File: config.mk
export PLATFORM = sky130hd
export DESIGN_NAME = tcgr_front
export DESIGN_NICKNAME = d
export VERILOG_FILES = /design/src/rtl/text_cell_glyph_renderer_assert.svh /design/src/rtl/tcgr_pkg.sv /design/src/rtl/tcgr_front.sv
export SDC_FILE = /design/constraint.sdc
export NUM_CORES = 1
export LEC_CHECK = 0
export BUFFER_PORTS_ARGS = -buffer_cell sky130_fd_sc_hd__buf_4
export CAP_MARGIN = 0
export CORE_AREA = 2 2 102 104
export DETAILED_ROUTE_END_ITERATION = 8
export DIE_AREA = 0 0 104 106
export PLACE_DENSITY = 0.85
export REMOVE_ABC_BUFFERS = 1
export SYNTH_ARGS = -nofsm -noshare
export SYNTH_HDL_FRONTEND = slang
export SYNTH_SLANG_ARGS = --single-unit
export TNS_END_PERCENT = 10
File: constraint.sdc
create_clock -name clk -period 13.4 [get_ports clk]
set_clock_uncertainty 0.2 [all_clocks]
set_input_delay 0.67 -clock clk [delete_from_list [all_inputs] [get_ports clk]]
set_output_delay 0.67 -clock clk [all_outputs]
set_load 0.005 [all_outputs]
File: src/rtl/text_cell_glyph_renderer_assert.svh
// ----------------------------------------------------------------------------
// text_cell_glyph_renderer_assert
// Assertion macros used by the glyph renderer back end (tcgr_back).
// Each macro expects clk and rst_n in scope.
// ----------------------------------------------------------------------------
`ifndef TEXT_CELL_GLYPH_RENDERER_ASSERT_SVH
`define TEXT_CELL_GLYPH_RENDERER_ASSERT_SVH

// Consequent must hold in the same cycle as the antecedent.
`define TCGR_ASSERT_NOW(lbl, ante, cons, msg) \
  lbl: assert property (@(posedge clk) disable iff (!rst_n) (ante) |-> (cons)) \
    else $error(msg);

// Consequent must hold in the cycle after the antecedent.
`define TCGR_ASSERT_NEXT(lbl, ante, cons, msg) \
  lbl: assert property (@(posedge clk) disable iff (!rst_n) (ante) |=> (cons)) \
    else $error(msg);

`endif

File: src/rtl/tcgr_pkg.sv
// ----------------------------------------------------------------------------
// tcgr_pkg
// Types, palette and constants of the text cell glyph renderer.
// ----------------------------------------------------------------------------
package tcgr_pkg;

  localparam int unsigned STRIDE_W    = 13;
  localparam int unsigned OFFSET_W    = 22;
  localparam int unsigned QUEUE_DEPTH = 2;

  localparam logic [STRIDE_W-1:0] STRIDE_RESET = 13'd1280;
  localparam logic [15:0]         ROW_ALL_ON   = 16'hFFFF;
  localparam logic [3:0]          ROW_UNDERLINE = 4'd15;
  localparam logic [3:0]          ROW_STRIKE    = 4'd7;
  localparam logic [3:0]          ROW_LAST      = 4'd15;
  localparam logic [1:0]          GRP_LAST      = 2'd3;

  localparam logic ACT_DRAW = 1'b0;
  localparam logic ACT_LOAD = 1'b1;

  // attribute bit positions
  localparam int unsigned ATTR_BOLD      = 0;
  localparam int unsigned ATTR_FAINT     = 1;
  localparam int unsigned ATTR_REVERSE   = 2;
  localparam int unsigned ATTR_UNDERLINE = 3;
  localparam int unsigned ATTR_STRIKE    = 4;

  typedef struct packed {
    logic        action;
    logic [7:0]  char_code;
    logic [6:0]  cell_column;
    logic [5:0]  cell_row;
    logic [2:0]  fg_index;
    logic [2:0]  bg_index;
    logic [4:0]  attributes;
    logic [3:0]  glyph_row;
    logic [15:0] glyph_bits;
  } in_item_t;

  typedef struct packed {
    logic [OFFSET_W-1:0] pixel_offset;
    logic [63:0]         pixel_data;
    logic                last;
  } out_item_t;

  // classified command passed from front to back
  typedef struct packed {
    logic                is_load;
    logic                glyph_ok;
    logic [7:0]          char_code;
    logic [3:0]          glyph_row;
    logic [15:0]         glyph_bits;
    logic [OFFSET_W-1:0] base_offset;
    logic [15:0]         fg_color;
    logic [15:0]         bg_color;
    logic                underline;
    logic                strike;
  } cmd_t;

  typedef struct packed {
    logic push;
    cmd_t cmd;
  } q_wr_t;

  typedef struct packed {
    logic nonempty;
    logic full;
    cmd_t head;
  } q_rd_t;

  typedef enum logic [0:0] {
    S_IDLE,
    S_EMIT
  } back_state_t;

  function automatic logic [15:0] palette(input logic [4:0] idx);
    logic [15:0] c;
    case (idx)
      5'd0:    c = 16'h0000;
      5'd1:    c = 16'h8000;
      5'd2:    c = 16'h0400;
      5'd3:    c = 16'h8400;
      5'd4:    c = 16'h0010;
      5'd5:    c = 16'h8010;
      5'd6:    c = 16'h0410;
      5'd7:    c = 16'hC618;
      5'd8:    c = 16'h8410;
      5'd9:    c = 16'hF800;
      5'd10:   c = 16'h07E0;
      5'd11:   c = 16'hFFE0;
      5'd12:   c = 16'h001F;
      5'd13:   c = 16'hF81F;
      5'd14:   c = 16'h07FF;
      5'd15:   c = 16'hFFFF;
      5'd16:   c = 16'h0000;
      5'd17:   c = 16'h4000;
      5'd18:   c = 16'h0200;
      5'd19:   c = 16'h4200;
      5'd20:   c = 16'h0008;
      5'd21:   c = 16'h4008;
      5'd22:   c = 16'h0208;
      5'd23:   c = 16'h630C;
      default: c = 16'h0000;
    endcase
    return c;
  endfunction

endpackage

File: src/rtl/tcgr_front.sv
// ----------------------------------------------------------------------------
// tcgr_front
// Accepts items, resolves colors and the cell base offset, feeds the queue.
// ----------------------------------------------------------------------------
module tcgr_front import tcgr_pkg::*; #(
  parameter int unsigned GLYPH_COUNT = 256
) (
  input  logic                clk,
  input  logic                rst_n,
  input  logic                in_valid,
  output logic                in_stall,
  input  in_item_t            in_item,
  input  logic                cfg_valid,
  output logic                cfg_ready,
  input  logic [STRIDE_W-1:0] cfg_data,
  output logic [STRIDE_W-1:0] stride,
  input  q_rd_t               q_rd,
  output q_wr_t               q_wr
);

  logic [STRIDE_W-1:0] stride_r, stride_nxt;
  logic [4:0]          fg_sel, bg_sel, fg_adj;
  logic [9:0]          line0;
  logic [22:0]         line_prod;
  logic [OFFSET_W-1:0] col_off;
  logic                code_ok;

  assign cfg_ready = 1'b1;
  assign stride    = stride_r;
  assign stride_nxt = (cfg_valid && cfg_ready) ? cfg_data : stride_r;

  always_ff @(posedge clk) begin
    if (!rst_n) begin
      stride_r <= STRIDE_RESET;
    end else begin
      stride_r <= stride_nxt;
    end
  end

  assign in_stall = q_rd.full;

  assign code_ok = {3'b000, in_item.char_code} < 11'(GLYPH_COUNT);

  always_comb begin
    fg_adj = {2'b00, in_item.fg_index};
    if (in_item.attributes[ATTR_BOLD]) begin
      fg_adj = fg_adj + 5'd8;
    end else if (in_item.attributes[ATTR_FAINT]) begin
      fg_adj = fg_adj + 5'd16;
    end
    if (in_item.attributes[ATTR_REVERSE]) begin
      fg_sel = {2'b00, in_item.bg_index};
      bg_sel = fg_adj;
    end else begin
      fg_sel = fg_adj;
      bg_sel = {2'b00, in_item.bg_index};
    end
  end

  // first line of the cell times stride, plus the cell's left column
  assign line0     = {in_item.cell_row, 4'b0000};
  assign line_prod = 23'(stride_r) * 23'(line0);
  assign col_off   = OFFSET_W'({in_item.cell_column, 4'b0000});

  always_comb begin
    q_wr.push             = in_valid && !in_stall;
    q_wr.cmd.is_load      = (in_item.action == ACT_LOAD);
    q_wr.cmd.glyph_ok     = code_ok;
    q_wr.cmd.char_code    = in_item.char_code;
    q_wr.cmd.glyph_row    = in_item.glyph_row;
    q_wr.cmd.glyph_bits   = in_item.glyph_bits;
    q_wr.cmd.base_offset  = line_prod[OFFSET_W-1:0] + col_off;
    q_wr.cmd.fg_color     = palette(fg_sel);
    q_wr.cmd.bg_color     = palette(bg_sel);
    q_wr.cmd.underline    = in_item.attributes[ATTR_UNDERLINE];
    q_wr.cmd.strike       = in_item.attributes[ATTR_STRIKE];
  end

endmodule

* Word-level counts from Yosys, hierarchy flattened *
Memories as Yosys holds them, arrays and structs flattened.
Index checks and enable logic that the tools add are counted.

storage, ports and cells
  output and inout port bits = 102
  memory bits (read-only) = 1024
  word-level logic and storage cells = 13
  input bits = 158
  bits in registers = 13
  latch bits = 0
  memories = 2
  memory bits (writable) = 0

memories
  name              words  width  rd ports  clocked after memory_dff  wr ports  line            source
  (name not given)  32     16     1         0                         0         tcgr_pkg.sv:78  case (idx)
  (name not given)  32     16     1         0                         0         tcgr_pkg.sv:78

operators by class
  magnitude comparators = 0
  bitwise operators = 0
  shift-type cells = 0
  add/sub/neg operators = 3
  divide/modulo/power cells = 0
  reduce and logical (&&, ||, !) cells = 2
  muxes and demuxes = 4
  multipliers = 1
  equal/unequal tests = 0

operators by type and width
  cell                                          number
  adder 22 x 11 -> 22 bit                       1
  2-to-1 mux 5 bit                              4
  multiplier 13 x 6 -> 18 bit                   1
  adder 3 x 4 -> 5 bit (second input constant)  1
  adder 3 x 5 -> 5 bit (second input constant)  1
  logical AND 1 bit                             1
  logical NOT 1 bit                             1

* Logic depth before layout (Yosys ltp) *
An unclocked memory read counts as a cell.

  depth in word-level cells = 5
  mapped depth = 19
  mapped depth without buffers = 18

* Least setup slack after synthesis *
OpenSTA, ideal clock, no wires.

  kind = input -> output
  from = input port in_item[36] (netlist name)
  to = output port q_wr[55] (netlist name)
  slack = 7.849 ns
  arrival time = 4.681 ns
  path buffers = 2
  stages on the path = 17
  path through = clkbuf_1 -> and2_1 -> fa_1 -> fa_1 -> inv_1 -> fa_1 -> inv_1 -> ha_1 -> buf_2 -> a211oi_2 -> nor2_1 -> a311o_1 -> xor2_1 -> nand4_1 -> nor3b_2 -> nor4b_4 -> xnor2_1

RTL lines
  item         line              source
  from (decl)  tcgr_front.sv:12  input in_item_t in_item,
  to (decl)    tcgr_front.sv:18  output q_wr_t q_wr

==> impl_results.md <==
- Max-cap check violation count: 0
- Worst vdd rail ir drop: 0.00008374 V
- Final routed DRC violation total: 0
- CTS tree: built
- Setup Slack @ Placement: 7254 ps
- Global-route wire length before repair: 20650 um
- Sequential element share of the synthesized area: 0.06338
- Crit path launch type: input pin
- Crit path setup slack, layout: 7256 ps
- Multi-input gate area: 3172 um2
- Post-Route WL: 13710 um
- Global placement routability congestion: 0.9300
- Ratio of cells with drive above 1 in the final layout: 0.2115
- Antenna viol nets, final: 0
- Overall global routing resource usage: 0.2503
- Kind of end point of the critical path: primary output
- Crit path max fanout: 13
- Worst reg2reg setup slack: 12370 ps
- Length in cells of the worst reg-to-reg path: 2
- Number of synthesized flops with an enable pin: 0
- Buffer and inverter count on the worst path: 4
- CP max stage delay: 560 ps
- Sink Count: 13
- Number of top-level pins: 260
- Total of endpoints with negative setup slack in the final report: 0
- Hold buffers post-CTS: 0
- Hold Path Depth: 2
- Yosys top cell by area: fa_1
- # fillers: 977
- Critical path start-end classification: in -> out
- Gate family responsible for the most delay along the worst path: adder cells
- Detail-routed via count per cell: 5.024
- Antenna cells: 0
- Clock H-tree levels: 1
- TritonCTS Buffers: 3
- Source of the worst register-to-register timing path: stride[5]
- Remaining global-route overflow: 0
- Number of flip-flops under the largest register name: 13
- RSZ-0062 raised after global routing: false
- Path class of the lowest-slack min-delay path: reg -> reg
- Final nets: 795
- Total chip power: 0.4008 mW
- HPWL reported at the end of detailed placement: 12100 um
- CP Data Required Time: 12530 ps
- Largest net degree at the start of global routing: 24
- Number of global-route vias before repair: 3621
- Yosys warning total: 0
- Effective utilization at floorplan: 0.4107
- Die Area: 11020 um2
- Synthesis-stage register bit count: 13
- Hold Path Sink: stride[2]
- Die width: 104 um
- Final Hold Fails: 0
- Clock input transition at the sequential cells of the worst setup and hold paths: 50 ps
- CTS-repair resized insts: 0
- Post-synthesis cell type count: 51
- Timing-limited maximum frequency: 0.1628 GHz
- Slowest-stage cell, CP: a21oi_1
- Crit path top cell by count: fa_1
- Worst Min Path Start: stride[2]
- Via Count: 3487
- Arrival time of the worst setup path: 5270 ps
- Row cnt: 37
- Buffer depth of the longest clock path: 2
- Post-synth top area share: 0.2194
- Per-cell routed wire length: 19.76 um
- Total leakage power: 2.485 nW
- Time the final worst path needs with I/O delays and setup: 6144 ps
- Final period utilization: 0.4585
- Synth-to-layout area growth: 14.50%
- Seq. cell area: 260.3 um2
- First-pass detailed-route iteration total: 4
- Port Buf Inserts: 104
- Setup TNS after final layout: 0 ps
- Core area: 10000 um2
- Post-synthesis instance area: 4106 um2
- Ratio of total power to cell area: 85.25 nW/um2
- Worst-Margin Slew: 717.0 ps
- Placed Instance Area: 4657 um2
- Chip Height: 106 um
- Final std cell area, no fill: 4702 um2
- Number of pins exceeding their max-slew limit in the final report: 0
- Count of routing violations after the opening detailed-route iteration: 179
- Clock insertion delay at the later pin of the skew report: 240 ps
- Primary flip-flop cell chosen by synthesis mapping: dfxtp_1
- Post-Syn Area per Cell: 8.052 um2
- Cell count after synthesis: 510
- Root buffer selected by CTS: clkbuf_8
- Cell types with the largest area share after synthesis: fa_1 (22%), and2_1 (11%), ha_1 (10%), buf_4 (8.4%), inv_1 (6.7%)
- Ordered cell list for the critical path: buf_4 > and2_1 > fa_1 > inv_1 > fa_1 > fa_1 > inv_1 > ha_1 > a21oi_1 > xnor2_1 > ha_1 > o21a_1 > nor2_1 > a21oi_1 > o211ai_1 > a221oi_1 > xnor2_1 > buf_4
- Fraction of registers with async set or reset after synthesis: 0
- Number of antenna violations at the first check in global routing: 0
- Post-CTS setup buffer count: 0
- Critical register-to-register path endpoint: stride[5]
- Max_slew headroom: 0.5220
- Outcome: finished, final reports clean
## through the flow
| step | cells | hold WS [ps] | util |
|---|---|---|---|
| floorplan | 450 | 343.0 | - |
| global placement | 690 | 419.1 | 0.4657 |
| detailed placement | 690 | 422.3 | 0.4657 |
| CTS | 694 | 432.6 | 0.4702 |
| global route | 694 | 452.0 | 0.4702 |
| finish | 694 | 424.2 | 0.4702 |
## cell families (layout without fill, tap and decap cells)
family,count (synthesis),count (layout),synth area share
AOI/OAI and AO/OA,62,62,0.1048
xor gates and xnor gates,32,32,0.07008
adders and majority gates,78,78,0.3199
buffers and inverters,137,181,0.1679
DFF,13,13,0.06338
muxes,15,15,0.03656
other,2,6,0.001829
and+or+nand+nor,171,171,0.2355
## per-layer routing
layer / GRT usage / share of wire
met1: 0.2060 / 0.28
met2: 0.4554 / 0.50
met3: 0.2054 / 0.19
met4: 0.06081 / 0.029
met5: 0.009524 / 0
## where the power goes
part           internal (mW)  switching [mW]
combinational          0.154           0.165
clock                 0.0210          0.0137
sequential            0.0410         0.00550
total                  0.216           0.185
## worst max-delay path by stage
stage / cells after the start / start / end / slack [ps]
6_report: 18 / in_item[33] / q_wr[47] / 7260
5_1_grt: 18 / in_item[33] / q_wr[47] / 6890
4_1_cts: 18 / in_item[33] / q_wr[47] / 7250
3_5_place_dp: 18 / in_item[33] / q_wr[47] / 7250
3_3_place_gp: 18 / in_item[33] / q_wr[47] / 7450
2_1_floorplan: 15 / in_item[36] / q_wr[55] / 8040
## area by class of cell
class / count / share of cell area
tap: 136 / 0.03619
multi-input combinational: 364 / 0.6746
inverter: 73 / 0.05828
clock buffer: 4 / 0.009580
sequential: 13 / 0.05535
timing repair buffer: 104 / 0.1660
## cells in the final DEF (no fill, tap or decap), drive strengths merged, types with 14 or more instances in the layout
master  synthesis  final
buf            49    104
xnor2          21     21
nand2          33     33
a21oi          15     15
nor2b          14     14
and2           70     70
inv            73     73
fa             45     45
mux2i          15     15
nor2           23     23
ha             33     33
## cells in the mapped netlist (all sizes together) (7+ instances only)
master	count
inv	73
and2	70
buf	49
fa	45
ha	33
nand2	33
nor2	23
xnor2	21
a21oi	15
clkbuf	15
mux2i	15
nor2b	14
dfxtp	13
o21ai	13
xor2	11
a21o	10
nand2b	9
nand3	7
## worst register-to-register path, cell delays in order (launching register included)
cell,delay [ps]
dfxtp_1,540
mux2i_1,120
nor2b_1,110
No activity file was read; power rests on OpenSTA's default activity.
