--- src/rtl/text_cell_glyph_renderer_assert.svh ---
// ----------------------------------------------------------------------------
// text_cell_glyph_renderer_assert
// Assertion macros used by the glyph renderer back end (tcgr_back).
// Each macro expects clk and rst_n in scope.
// ----------------------------------------------------------------------------
`ifndef TEXT_CELL_GLYPH_RENDERER_ASSERT_SVH
`define TEXT_CELL_GLYPH_RENDERER_ASSERT_SVH

// Consequent must hold in the same cycle as the antecedent.
`define TCGR_ASSERT_NOW(lbl, ante, cons, msg) \
  lbl: assert property (@(posedge clk) disable iff (!rst_n) (ante) |-> (cons)) \
    else $error(msg);

// Consequent must hold in the cycle after the antecedent.
`define TCGR_ASSERT_NEXT(lbl, ante, cons, msg) \
  lbl: assert property (@(posedge clk) disable iff (!rst_n) (ante) |=> (cons)) \
    else $error(msg);

`endif

--- src/rtl/tcgr_pkg.sv ---
// ----------------------------------------------------------------------------
// tcgr_pkg
// Types, palette and constants of the text cell glyph renderer.
// ----------------------------------------------------------------------------
package tcgr_pkg;

  localparam int unsigned STRIDE_W    = 13;
  localparam int unsigned OFFSET_W    = 22;
  localparam int unsigned QUEUE_DEPTH = 2;

  localparam logic [STRIDE_W-1:0] STRIDE_RESET = 13'd1280;
  localparam logic [15:0]         ROW_ALL_ON   = 16'hFFFF;
  localparam logic [3:0]          ROW_UNDERLINE = 4'd15;
  localparam logic [3:0]          ROW_STRIKE    = 4'd7;
  localparam logic [3:0]          ROW_LAST      = 4'd15;
  localparam logic [1:0]          GRP_LAST      = 2'd3;

  localparam logic ACT_DRAW = 1'b0;
  localparam logic ACT_LOAD = 1'b1;

  // attribute bit positions
  localparam int unsigned ATTR_BOLD      = 0;
  localparam int unsigned ATTR_FAINT     = 1;
  localparam int unsigned ATTR_REVERSE   = 2;
  localparam int unsigned ATTR_UNDERLINE = 3;
  localparam int unsigned ATTR_STRIKE    = 4;

  typedef struct packed {
    logic        action;
    logic [7:0]  char_code;
    logic [6:0]  cell_column;
    logic [5:0]  cell_row;
    logic [2:0]  fg_index;
    logic [2:0]  bg_index;
    logic [4:0]  attributes;
    logic [3:0]  glyph_row;
    logic [15:0] glyph_bits;
  } in_item_t;

  typedef struct packed {
    logic [OFFSET_W-1:0] pixel_offset;
    logic [63:0]         pixel_data;
    logic                last;
  } out_item_t;

  // classified command passed from front to back
  typedef struct packed {
    logic                is_load;
    logic                glyph_ok;
    logic [7:0]          char_code;
    logic [3:0]          glyph_row;
    logic [15:0]         glyph_bits;
    logic [OFFSET_W-1:0] base_offset;
    logic [15:0]         fg_color;
    logic [15:0]         bg_color;
    logic                underline;
    logic                strike;
  } cmd_t;

  typedef struct packed {
    logic push;
    cmd_t cmd;
  } q_wr_t;

  typedef struct packed {
    logic nonempty;
    logic full;
    cmd_t head;
  } q_rd_t;

  typedef enum logic [0:0] {
    S_IDLE,
    S_EMIT
  } back_state_t;

  function automatic logic [15:0] palette(input logic [4:0] idx);
    logic [15:0] c;
    case (idx)
      5'd0:    c = 16'h0000;
      5'd1:    c = 16'h8000;
      5'd2:    c = 16'h0400;
      5'd3:    c = 16'h8400;
      5'd4:    c = 16'h0010;
      5'd5:    c = 16'h8010;
      5'd6:    c = 16'h0410;
      5'd7:    c = 16'hC618;
      5'd8:    c = 16'h8410;
      5'd9:    c = 16'hF800;
      5'd10:   c = 16'h07E0;
      5'd11:   c = 16'hFFE0;
      5'd12:   c = 16'h001F;
      5'd13:   c = 16'hF81F;
      5'd14:   c = 16'h07FF;
      5'd15:   c = 16'hFFFF;
      5'd16:   c = 16'h0000;
      5'd17:   c = 16'h4000;
      5'd18:   c = 16'h0200;
      5'd19:   c = 16'h4200;
      5'd20:   c = 16'h0008;
      5'd21:   c = 16'h4008;
      5'd22:   c = 16'h0208;
      5'd23:   c = 16'h630C;
      default: c = 16'h0000;
    endcase
    return c;
  endfunction

endpackage

--- src/rtl/tcgr_queue.sv ---
// ----------------------------------------------------------------------------
// tcgr_queue
// Short command queue between front and back.
// ----------------------------------------------------------------------------
module tcgr_queue import tcgr_pkg::*; (
  input  logic  clk,
  input  logic  rst_n,
  input  q_wr_t q_wr,
  input  logic  pop,
  output q_rd_t q_rd
);

  localparam int unsigned PTR_W = (QUEUE_DEPTH > 1) ? $clog2(QUEUE_DEPTH) : 1;
  localparam int unsigned CNT_W = $clog2(QUEUE_DEPTH + 1);

  cmd_t             slot_r [QUEUE_DEPTH];
  logic [PTR_W-1:0] wr_ptr_r, wr_ptr_nxt;
  logic [PTR_W-1:0] rd_ptr_r, rd_ptr_nxt;
  logic [CNT_W-1:0] count_r, count_nxt;
  logic             do_push, do_pop;

  assign do_push = q_wr.push && (count_r != CNT_W'(QUEUE_DEPTH));
  assign do_pop  = pop && (count_r != '0);

  always_comb begin
    wr_ptr_nxt = wr_ptr_r;
    rd_ptr_nxt = rd_ptr_r;
    if (do_push) begin
      wr_ptr_nxt = (wr_ptr_r == PTR_W'(QUEUE_DEPTH - 1)) ? '0 : wr_ptr_r + 1'b1;
    end
    if (do_pop) begin
      rd_ptr_nxt = (rd_ptr_r == PTR_W'(QUEUE_DEPTH - 1)) ? '0 : rd_ptr_r + 1'b1;
    end
    count_nxt = count_r + CNT_W'(do_push) - CNT_W'(do_pop);
  end

  always_ff @(posedge clk) begin
    if (!rst_n) begin
      wr_ptr_r <= '0;
      rd_ptr_r <= '0;
      count_r  <= '0;
    end else begin
      wr_ptr_r <= wr_ptr_nxt;
      rd_ptr_r <= rd_ptr_nxt;
      count_r  <= count_nxt;
    end
  end

  always_ff @(posedge clk) begin
    if (do_push) begin
      slot_r[wr_ptr_r] <= q_wr.cmd;
    end
  end

  assign q_rd.nonempty = (count_r != '0);
  assign q_rd.full     = (count_r == CNT_W'(QUEUE_DEPTH));
  assign q_rd.head     = slot_r[rd_ptr_r];

endmodule

--- config.mk ---
export PLATFORM = sky130hd
export DESIGN_NAME = tcgr_queue
export DESIGN_NICKNAME = d
export VERILOG_FILES = /design/src/rtl/text_cell_glyph_renderer_assert.svh /design/src/rtl/tcgr_pkg.sv /design/src/rtl/tcgr_queue.sv
export SDC_FILE = /design/constraint.sdc
export NUM_CORES = 1
export LEC_CHECK = 0
export BUFFER_PORTS_ARGS = -buffer_cell sky130_fd_sc_hd__buf_2
export CORE_ASPECT_RATIO = 0.5
export CORE_MARGIN = 8
export CORE_UTILIZATION = 45
export CTS_BUF_LIST = sky130_fd_sc_hd__clkbuf_4 sky130_fd_sc_hd__clkbuf_8 sky130_fd_sc_hd__clkbuf_16
export DETAILED_ROUTE_END_ITERATION = 10
export GPL_TIMING_DRIVEN = 0
export PLACE_DENSITY = 0.7
export SETUP_SLACK_MARGIN = 0.02
export SLEW_MARGIN = 20
export SYNTH_ARGS = -nofsm -noshare
export SYNTH_HDL_FRONTEND = slang
export SYNTH_SLANG_ARGS = --single-unit
--- constraint.sdc ---
create_clock -name clk -period 15.85 [get_ports clk]
set_clock_uncertainty 0.1 [all_clocks]
set_input_delay 3.17 -clock clk [delete_from_list [all_inputs] [get_ports clk]]
set_output_delay 3.17 -clock clk [all_outputs]
set_load 0.05 [all_outputs]
**After elaboration in Yosys (flattened, before gate mapping)**

Memories as Yosys holds them, arrays and structs flattened. A register that Yosys moved wholly into a read port is not among the register bits.
Cells that the tools add are included.

- Bits in latches: 0
- Memory bits (writable): 172
- Input bits: 90
- Memories kept: 1
- Register bits after elaboration: 4
- Output and inout port bits: 88
- Word-level logic and storage cells: 19
- Memory bits (read-only): 0

- $add $sub $neg: 4
- Div/mod/pow operators: 0
- Magnitude comparators: 0
- Mux-type cells: 6
- Bitwise gates (word level): 0
- Reduce and logical (&&, ||, !) cells: 3
- Multipliers: 0
- Eq/ne operators: 2
- Shift operators: 0

Memories:

| name | words | bits a word | read ports | clocked after memory_dff | write ports | line | text |
|---|---|---|---|---|---|---|---|
| slot_r | 2 | 86 | 1 | 1 | 1 | tcgr_queue.sv:16 | `cmd_t slot_r [QUEUE_DEPTH];` |

Operator list:

| cell | number |
|---|---|
| $mux 1 | 6 |
| $add 1x1->1 const B | 2 |
| $add 2x1->2 | 1 |
| $eq 2x2->1 const B | 1 |
| $logic_and 1x1->1 | 2 |
| $ne 2x2->1 const B | 1 |
| $reduce_bool 2->1 | 1 |
| $sub 2x1->2 | 1 |

**Longest topological paths before layout**

Gate-level depths: netlist of run 1.

- Depth in word-level cells: 4
- Depth in mapped cells: 8

**Worst setup path after synthesis of run 1**

OpenSTA, ideal clock, no wires.

- Path kind: input-to-reg
- From: in q_wr[86] in the netlist's numbering
- To: mem slot_r[0][0] in the netlist's numbering, enable pin
- Data arrival time: 6.849 ns
- Stages on the path: 2
- Setup slack: 8.370 ns
- Path buffers: 0
- Setup time: 0.531 ns
- Cells stage by stage: nand2_1 nor2_1

- Longest elaborated chain between the ends: 3

Ends and longest elaborated chain:

| what | line | text |
|---|---|---|
| start, declared | tcgr_queue.sv:8 | `input q_wr_t q_wr,` |
| $logic_and 1x1->1 | tcgr_queue.sv:22 | `assign do_push = q_wr.push && (count_r != CNT_W'(QUEUE_DEPTH));` |
| $mux 1 | tcgr_queue.sv:50 | `if (do_push) begin` |
| $mux 1 (implied by the code) | tcgr_queue.sv:51 | `slot_r[wr_ptr_r] <= q_wr.cmd;` |
| end, declared | tcgr_queue.sv:16 |  |

Every way passes these cells.

==> flow_summary.yaml, run 1 <==
hold_path:
  hold_depth: 2
  min_path_type: "flop to flop"
synthesis:
  yosysTopAreaCell: "edfxtp_1"
  ys_ff_latch: 177
  synth_xor_area_frac: 0.00264
  yosysUniqueCellTypes: 21
  synthesis.area_um2: 6650
  synth_area_per_cell_um2: 22.5
  synth_top_area_frac: 0.777
  synth-compound-area-share: 0.00113
  synth_top_family_by_area: "multiplexers"
  muxShareOfSynthArea: 0.170
  synth.top_cells.by_area: "edfxtp_1, mux2_4, mux2_2"
  seq_area_frac_synth: 0.792
  synth_cells: 295
  synth_fa_ha_area_frac: 0.00377
  synth_ff_type: "edfxtp_1"
  ys.warnings.count: 0
  yosysMostFrequentCell: "edfxtp_1"
  synth_edf_count: 172
  synth_commonest_cells: "edfxtp_1, mux2_2, mux2_4"
  async_flop_share: 0
  synth_nets: 387
  synthSimpleGateAreaFrac: 0.00979
timing:
  worst_slew_pin_slew_ns: 0.739
  finalWorstSetupSlack_ns: 10.86
  period_minus_slack_ns: 4.99
  grt_setup_unrepaired: "no"
  setup_tns_ns: 0
  slew_headroom: 0.506
  hold_violations: 0
  setup_viol: 0
  drv_slew: 0
  timing.final.crit_share: 0.315
  max_freq_mhz: 200
layout:
  drive_above_1_share: 0.613
  synthToLayoutAreaGrowth_pct: 27.2
  nNetsFinal: 587
  fin_util: 0.584
  final_cell_area_um2: 8450
  instances_no_fill: 705
route:
  wl_met1_mm: 5.05
  dr.pass1.iters: 4
  vias: 3317
  top_layer: "met4"
  drc: 0
  initialDrtViolationCount: 118
  viasPerCell: 4.70
  wl_per_cell_um: 18.2
  ant_nets: 0
  met3_length_um: 565
  met2_length_mm: 7.08
  routed_wirelength_mm: 12.9
pwr:
  leakage_nw: 3.28
  p_comb_frac: 0.390
  peakVddDrop_mv: 0.103
  seq_power_share: 0.370
  p_int_mw: 1.04
  pwr_density_cell_nw_per_um2: 199
  p_sw_frac: 0.380
  p_sw_mw: 0.637
  power_frac_clock: 0.239
grt:
  antenna_found_initial: 1
  grt_first_pass_wirelength_mm: 19.7
  grt_max_degree: 45
  grt_pass1_vias: 3690
  track_usage: 0.135
  gr-total-overflow: 0
setup_path:
  crit_path_start_kind: "flop"
  crit_path_end_kind: "output pin"
  rr_worst_depth: 5
  path_class: "flop to output pin"
  crit_arrival_ns: 1.72
  required_ns: 12.58
  crit_family: "buffers and inverters"
  max_stage_delay_ns: 0.38
  critPathBufInv: 3
  crit_cells: 4
  cp_slowest_cell: "mux2_2"
  path_max_fanout: 10
  cpMostUsedCell: "buf_2"
  worstPathCellList: "buf_6 -> buf_2 -> mux2_2 -> buf_2"
place:
  dp.cells: 674
  place_area_um2: 7890
  post-place-ws_ns: 10.96
  portBuffers: 177
  hpwlAfterDp_mm: 9.16
  place_congestion: 0.705
cts:
  cts_buffers: 17
  cts_buffer_depth: 2
  cts_sinks: 177
  cts_hold_buf: 0
  clockRootBuffer: "clkbuf_16"
  cts_tree: "built"
  clk_pin_slew_ns: 0.06
  cts_resized: 0
  postCtsSetupBuffers: 0
  clk_latency_ns: 0.41
  h-tree-depth: 4
die:
  dieWidth_um: 188
  dieArea_um2: 19200
  die_y_um: 102
  initial_core_util: 0.459
  io_pins: 178
  row_count: 31
  core_um2: 14500
outcome:
  status: "finished clean"
flow_run:
  cap_violations: 0
## routing by layer
layer  GRT usage  up-vias
met4      0.0560        0
li1            -     1561
met5           0        -
met3      0.0381       11
met2       0.252       72
met1       0.144     1673
## sequential cells by signal, indices dropped and copies added, names as in the netlist, named ones only
| name | count |
|---|---|
| rd_ptr_r | 1 |
| count_r | 2 |
| slot_r | 172 |
| wr_ptr_r | 1 |
## final cells by class
| cell class | count | area [um2] |
|---|---|---|
| diodes | 1 | 2.50 |
| plain buffers | 10 | 126 |
| clock buffers | 17 | 425 |
| flip-flops and latches | 177 | 5270 |
| clock inverters | 13 | 136 |
| multi-input cells | 105 | 1260 |
| repair buffers | 181 | 981 |
| fillers | 1137 | 6020 |
| inverters | 3 | 11.3 |
| well taps | 198 | 248 |
## worst paths after layout
path	start	endpoint	slack (ns)
min	rd_ptr_r$_SDFFE_PN0P_	rd_ptr_r$_SDFFE_PN0P_	0.42
max reg2reg	count_r[0]$_SDFF_PN0_	slot_r[0][57]$_DFFE_PP_	13.69
max	flop	q_rd[79]	10.86
min reg2reg	rd_ptr_r$_SDFFE_PN0P_	rd_ptr_r$_SDFFE_PN0P_	0.42
## tightest hold or removal path: cells and delay by family, from the launching register on
family                    cells  cell delay (ns)
xor gates and xnor gates      1             0.08
DFF                           1             0.33
and+or+nand+nor               1             0.08
## placed cells by master (no fill, tap or decap), types with 2 or more instances in the layout
cell type  count
mux2_4        40
clkbuf_16     17
ha_1           2
mux2_2        46
buf_16         2
bufinv_16      2
edfxtp_1     172
buf_12         6
clkinv_2       5
nand2b_1       2
inv_6          5
buf_2        181
nand2_1        2
inv_1          3
dfxtp_1        5
nor2_1         3
and2_1         2
## power groups by stage
stage               registers, mW  clock network, mW  logic, mW
CTS                         0.622              0.411      0.668
detailed placement          0.632                  0      0.667
floorplan                   0.634                  0      0.519
global placement            0.642                  0      0.647
finish                      0.621              0.401      0.655
global route                0.628              0.430      0.690
## through the flow
stage,power (mW),hold slack (ns)
2_1_floorplan,1.15,0.355
3_3_place_gp,1.29,0.368
3_5_place_dp,1.30,0.408
4_1_cts,1.70,0.432
5_1_grt,1.75,0.458
6_report,1.68,0.422
## kinds of logic after synthesis
family | count (synthesis)
and+or+nand+nor | 13
xor gates and xnor gates | 2
muxes | 87
AOI/OAI and AO/OA | 1
adders and majority gates | 2
buffers and inverters | 13
DFF | 177
No activity file was read; power rests on OpenSTA's default activity.
==> inputs of run 2 (changes only) <==
- ABC_AREA: not set -> 1
- clock period: 15.85 -> 4.7 ns (I/O delays scaled with it)
==> run 2 against run 1 <==
Against the previous run:
- routed wire length shrank 0.48%
- global-route usage down 0.21 points
- critical path depth did not move
- first-iteration DRC count shrank 1.7%
- sequential cell count unchanged
- final cell count up 1.7%
- design area rose by 0.37%
- largest power group is now registers
- critical endpoint is now q_rd[2]
- count of clock-buffer cells in the layout up 1
- hold slack got worse by 0.0090 ns
==> flow_summary.yaml, run 2 <==
outcome:
  status: "finished clean"
layout:
  drive_above_1_share: 0.599
  antennaDiodeCount: 0
  instances_no_fill: 717
  largest_reg_flops: 172
  layout_commonest_cell: "buf_2"
  top_register: "slot_r"
  synthToLayoutAreaGrowth_pct: 27.4
  mostFrequentLayoutCells: "buf_2, edfxtp_1, mux2_2, mux2_4, clkbuf_16"
  nNetsFinal: 599
  top_regs: "slot_r: 172 flops, count_r: 2 flops"
synthesis:
  synth_commonest_cells: "edfxtp_1, mux2_2, mux2_4"
  ys_ff_latch: 177
  synth_cells: 306
  ys.warnings.count: 0
  async_flop_share: 0
  synth_ff_type: "edfxtp_1"
  yosysUniqueCellTypes: 14
  yosysTopAreaCell: "edfxtp_1"
  synth_edf_count: 172
  seq_area_frac_synth: 0.791
  synth.top_cells.by_area: "edfxtp_1, mux2_4, mux2_2"
  synth_top_area_frac: 0.776
  synth_nets: 398
  synth_area_per_cell_um2: 21.8
  yosysMostFrequentCell: "edfxtp_1"
  synthesis.area_um2: 6660
place:
  place_congestion: 0.686
  hpwlAfterDp_mm: 9.21
  dp.cells: 686
  post-place-ws_ns: 2.22
  portBuffers: 177
die:
  dieWidth_um: 188
  io_pins: 178
  die_y_um: 102
  row_count: 31
  dieArea_um2: 19200
  core_um2: 14500
  initial_core_util: 0.460
pwr:
  p_sw_mw: 1.93
  p_comb_frac: 0.362
  peakVddDrop_mv: 0.294
  p_int_mw: 3.33
  power_frac_clock: 0.247
  seq_power_share: 0.390
  p_sw_frac: 0.367
  pwr_density_cell_nw_per_um2: 621
  leakage_nw: 3.30
route:
  initialDrtViolationCount: 116
  wl_per_cell_um: 17.8
  routed_wirelength_mm: 12.8
  vias: 3367
  drc: 0
  viasPerCell: 4.70
  ant_nets: 0
  dr.pass1.iters: 6
timing:
  worst_slew_pin_slew_ns: 0.503
  timing.final.crit_share: 0.586
  period_minus_slack_ns: 2.75
  max_freq_mhz: 363
  whs_ns: 0.413
  setup_viol: 0
  hold_violations: 0
  finalWorstSetupSlack_ns: 1.95
  setup_tns_ns: 0
  grt_setup_unrepaired: "no"
  drv_slew: 0
  slew_headroom: 0.664
setup_path:
  crit_path_start_kind: "flop"
  required_ns: 3.66
  crit_path_end_kind: "output pin"
  path_max_fanout: 10
  crit_arrival_ns: 1.71
  path_class: "flop to output pin"
hold_path:
  min_path_type: "flop to flop"
cts:
  cts_buffers: 17
  postCtsSetupBuffers: 0
  cts_hold_buf: 0
  clk_latency_ns: 0.41
  cts_buffer_depth: 2
  clk_pin_slew_ns: 0.06
  cts_tree: "built"
  cts_sinks: 177
  cts_resized: 0
  clockRootBuffer: "clkbuf_16"
  h-tree-depth: 4
grt:
  gr-total-overflow: 0
  grt_first_pass_wirelength_mm: 19.4
  grt_max_degree: 72
  antenna_found_initial: 0
  track_usage: 0.132
  grt_pass1_vias: 3784
flow_run:
  cap_violations: 0
-- run 2: cell count changes in the layout (fill, tap and decap cells not counted), sizes merged, moves of 3 or more --
cell | before | now
nor2 | 4 | 8
nand2 | 2 | 9
clkinv | 5 | 8
nand3 | 0 | 3
-- run 2: cell type report --
type,instances,area (um2)
tap,198,248
clock buffer,18,433
multi-input combinational,110,1240
inverter,9,38.8
buffer,10,126
sequential,177,5270
timing repair buffer,182,1020
fill,1136,5980
clock inverter,13,116
-- run 2: worst max-delay path, stage by stage (launching register included) --
cell	delay (ns)
dfxtp_1	0.32
buf_6	0.12
buf_2	0.27
mux2_2	0.38
buf_2	0.21
-- run 2: layer usage --
metal | global-route usage | share of wire | routed length (um)
met2 | 0.266 | 0.58 | 7360
met3 | 0.0381 | 0.042 | 536
met1 | 0.129 | 0.37 | 4770
met4 | 0.0487 | 0.0094 | 120
met5 | 0 | 0 | 0
-- run 2: final timing paths --
check,start,endpoint,slack [ns],cells after the start
worst max-delay path,flop,q_rd[2],1.95,4
worst min-delay path,rd_ptr_r$_SDFFE_PN0P_,rd_ptr_r$_SDFFE_PN0P_,0.41,2
worst min register to register,rd_ptr_r$_SDFFE_PN0P_,rd_ptr_r$_SDFFE_PN0P_,0.41,2
worst max register to register,count_r[0]$_SDFF_PN0_,slot_r[0][36]$_DFFE_PP_,2.73,6
-- run 2: power groups by stage --
stage	Clock (mW)	Sequential [mW]	Combinational, mW
6_report	1.30	2.05	1.91
5_1_grt	1.40	2.07	2.00
3_3_place_gp	0	2.11	1.86
3_5_place_dp	0	2.09	1.94
4_1_cts	1.34	2.06	1.94
2_1_floorplan	0	2.09	1.48
-- run 2: per-stage QoR --
step / utilization / instance area [um2] / total power [mW]
5_1_grt: 0.586 / 8480 / 5.48
4_1_cts: 0.586 / 8480 / 5.33
3_3_place_gp: 0.539 / 7790 / 3.96
6_report: 0.586 / 8480 / 5.27
2_1_floorplan: - / 6660 / 3.57
3_5_place_dp: 0.548 / 7930 / 4.03
-- run 2: kinds of logic (layout without fill, tap and decap cells) --
kind of cell | Yosys count | in the layout | synth area share
AO/OA/AOI/OAI | 2 | 2 | 0.00150
adder cells (fa/ha/maj) | 2 | 2 | 0.00376
buffers and inverters | 19 | 232 | 0.0241
flip-flops | 177 | 177 | 0.791
multiplexers | 86 | 86 | 0.168
AND/OR/NAND/NOR | 20 | 20 | 0.0118
==> inputs of run 3 (changes only) <==
- PLACE_DENSITY: 0.7 -> 0.73
- clock period: 4.7 -> 2.37 ns (I/O delays scaled with it)
==> run 3 against run 2 <==
Against the previous run:
- register-to-register slack got worse by 2.4 ns
- sequential cell count unchanged
- sequential power rose by 99%
- design area up 0.83%
- largest power group unchanged
==> flow_summary.yaml, run 3 (synthesis results as in run 2) <==
place:
  place_congestion: 0.711
  portBuffers: 177
  hpwlAfterDp_mm: 9.48
  dp.cells: 688
cts:
  clk_latency_ns: 0.40
  cts_buffers: 17
  cts_tree: "built"
  cts_buffer_depth: 2
  cts_hold_buf: 0
  h-tree-depth: 4
  postCtsSetupBuffers: 0
  clockRootBuffer: "clkbuf_16"
  cts_sinks: 177
  clk_pin_slew_ns: 0.07
layout:
  nNetsFinal: 601
  layout_commonest_cell: "buf_2"
  top_regs: "slot_r: 172 flops, count_r: 2 flops"
  drive_above_1_share: 0.602
  mostFrequentLayoutCells: "buf_2, edfxtp_1, mux2_2, mux2_4, clkbuf_16"
  antennaDiodeCount: 0
  top_register: "slot_r"
  instances_no_fill: 720
  largest_reg_flops: 172
  synthToLayoutAreaGrowth_pct: 28.5
hold_path:
  min_path_type: "input pin to flop"
  worstHoldStart: "q_wr[71]"
timing:
  slew_headroom: 0.745
  grt_setup_unrepaired: "no"
  hold_violations: 0
  max_freq_mhz: 439
  drv_slew: 0
  worst_slew_pin_slew_ns: 0.382
  period_minus_slack_ns: 2.28
  setup_viol: 0
  timing.final.crit_share: 0.961
  setup_tns_ns: 0
die:
  row_count: 31
  die_y_um: 102
  dieWidth_um: 188
  io_pins: 178
  initial_core_util: 0.460
  core_um2: 14500
  dieArea_um2: 19200
setup_path:
  crit_arrival_ns: 1.70
  r2r_start: "count_r[0]$_SDFF_PN0_"
  path_class: "flop to output pin"
  path_max_fanout: 10
  crit_path_end_kind: "output pin"
  required_ns: 1.80
  crit_path_start_kind: "flop"
pwr:
  peakVddDrop_mv: 0.665
  pwr_density_cell_nw_per_um2: 1240
  leakage_nw: 3.31
grt:
  grt_pass1_vias: 3845
  gr-total-overflow: 0
  grt_first_pass_wirelength_mm: 19.9
  antenna_found_initial: 0
  track_usage: 0.134
  grt_max_degree: 32
route:
  viasPerCell: 4.71
  drc: 0
  wl_per_cell_um: 18.0
  initialDrtViolationCount: 146
  vias: 3389
  ant_nets: 0
  dr.pass1.iters: 4
  routed_wirelength_mm: 12.9
flow_run:
  cap_violations: 0
outcome:
  status: "finished clean"
run 3: cell types whose count changed in the layout (fill, tap and decap cells not counted), moves of 2 or more:
cell | before | now
clkinv_1 | 0 | 3
clkinv_4 | 4 | 1
buf_12 | 5 | 7
clkinvlp_4 | 3 | 5
nand2_1 | 9 | 7
nand2_2 | 0 | 2
run 3: what timing repair did:
| action | 4_1_cts | 5_1_grt |
|---|---|---|
| hold endpoints to repair | 0 | 0 |
| gates resized for setup | 0 | 1 |
| endpoints found under the setup margin | 0 | 5 |
run 3: worst max-delay path, stage by stage (launching register included):
cell and delay [ns]:
dfxtp_1 0.32, buf_6 0.12, buf_8 0.17, buf_12 0.16, mux2_4 0.31, buf_2 0.21
run 3: worst paths after layout:
path,slack [ns],to,cells past startpoint
worst max register to register,0.36,slot_r[1][40]$_DFFE_PP_,7
worst min-delay path,0.16,slot_r[1][71]$_DFFE_PP_,1
worst max-delay path,0.09,q_rd[44],5
worst min register to register,0.42,flop,2
run 3: area by class of cell:
class,count,area [um2]
sequential,177,5270
multi-input combinational,110,1250
fill,1141,5910
clock buffer,17,425
tap,198,248
buffer,10,129
timing repair buffer,184,1060
inverter,9,37.5
clock inverter,15,143
run 3: metal layers:
metal | track usage | routed length, um
met1 | 0.134 | 4670
met5 | 0 | 0
met2 | 0.264 | 7560
met4 | 0.0584 | 255
met3 | 0.0324 | 454
run 3: metrics by stage:
| step | power (mW) | setup slack (ns) | hold slack (ns) | cell area [um2] | utilization |
|---|---|---|---|---|---|
| detailed placement | 8.02 | 0.260 | 0.404 | 7980 | 0.552 |
| global placement | 7.85 | -0.870 | 0.385 | 7810 | 0.540 |
| finish | 10.6 | 0.0917 | 0.156 | 8550 | 0.591 |
| floorplan | 7.09 | 0.0147 | 0.367 | 6680 | - |
| global route | 11.0 | 0.0220 | 0.130 | 8550 | 0.591 |
| CTS | 10.7 | 0.0312 | 0.138 | 8550 | 0.591 |
run 3: where the power goes:
part	total, mW	internal [mW]	switching (mW)
Clock	2.67	1.54	1.13
Combinational	3.83	1.22	2.61
Sequential	4.08	3.96	0.112
Total	10.6	6.73	3.85
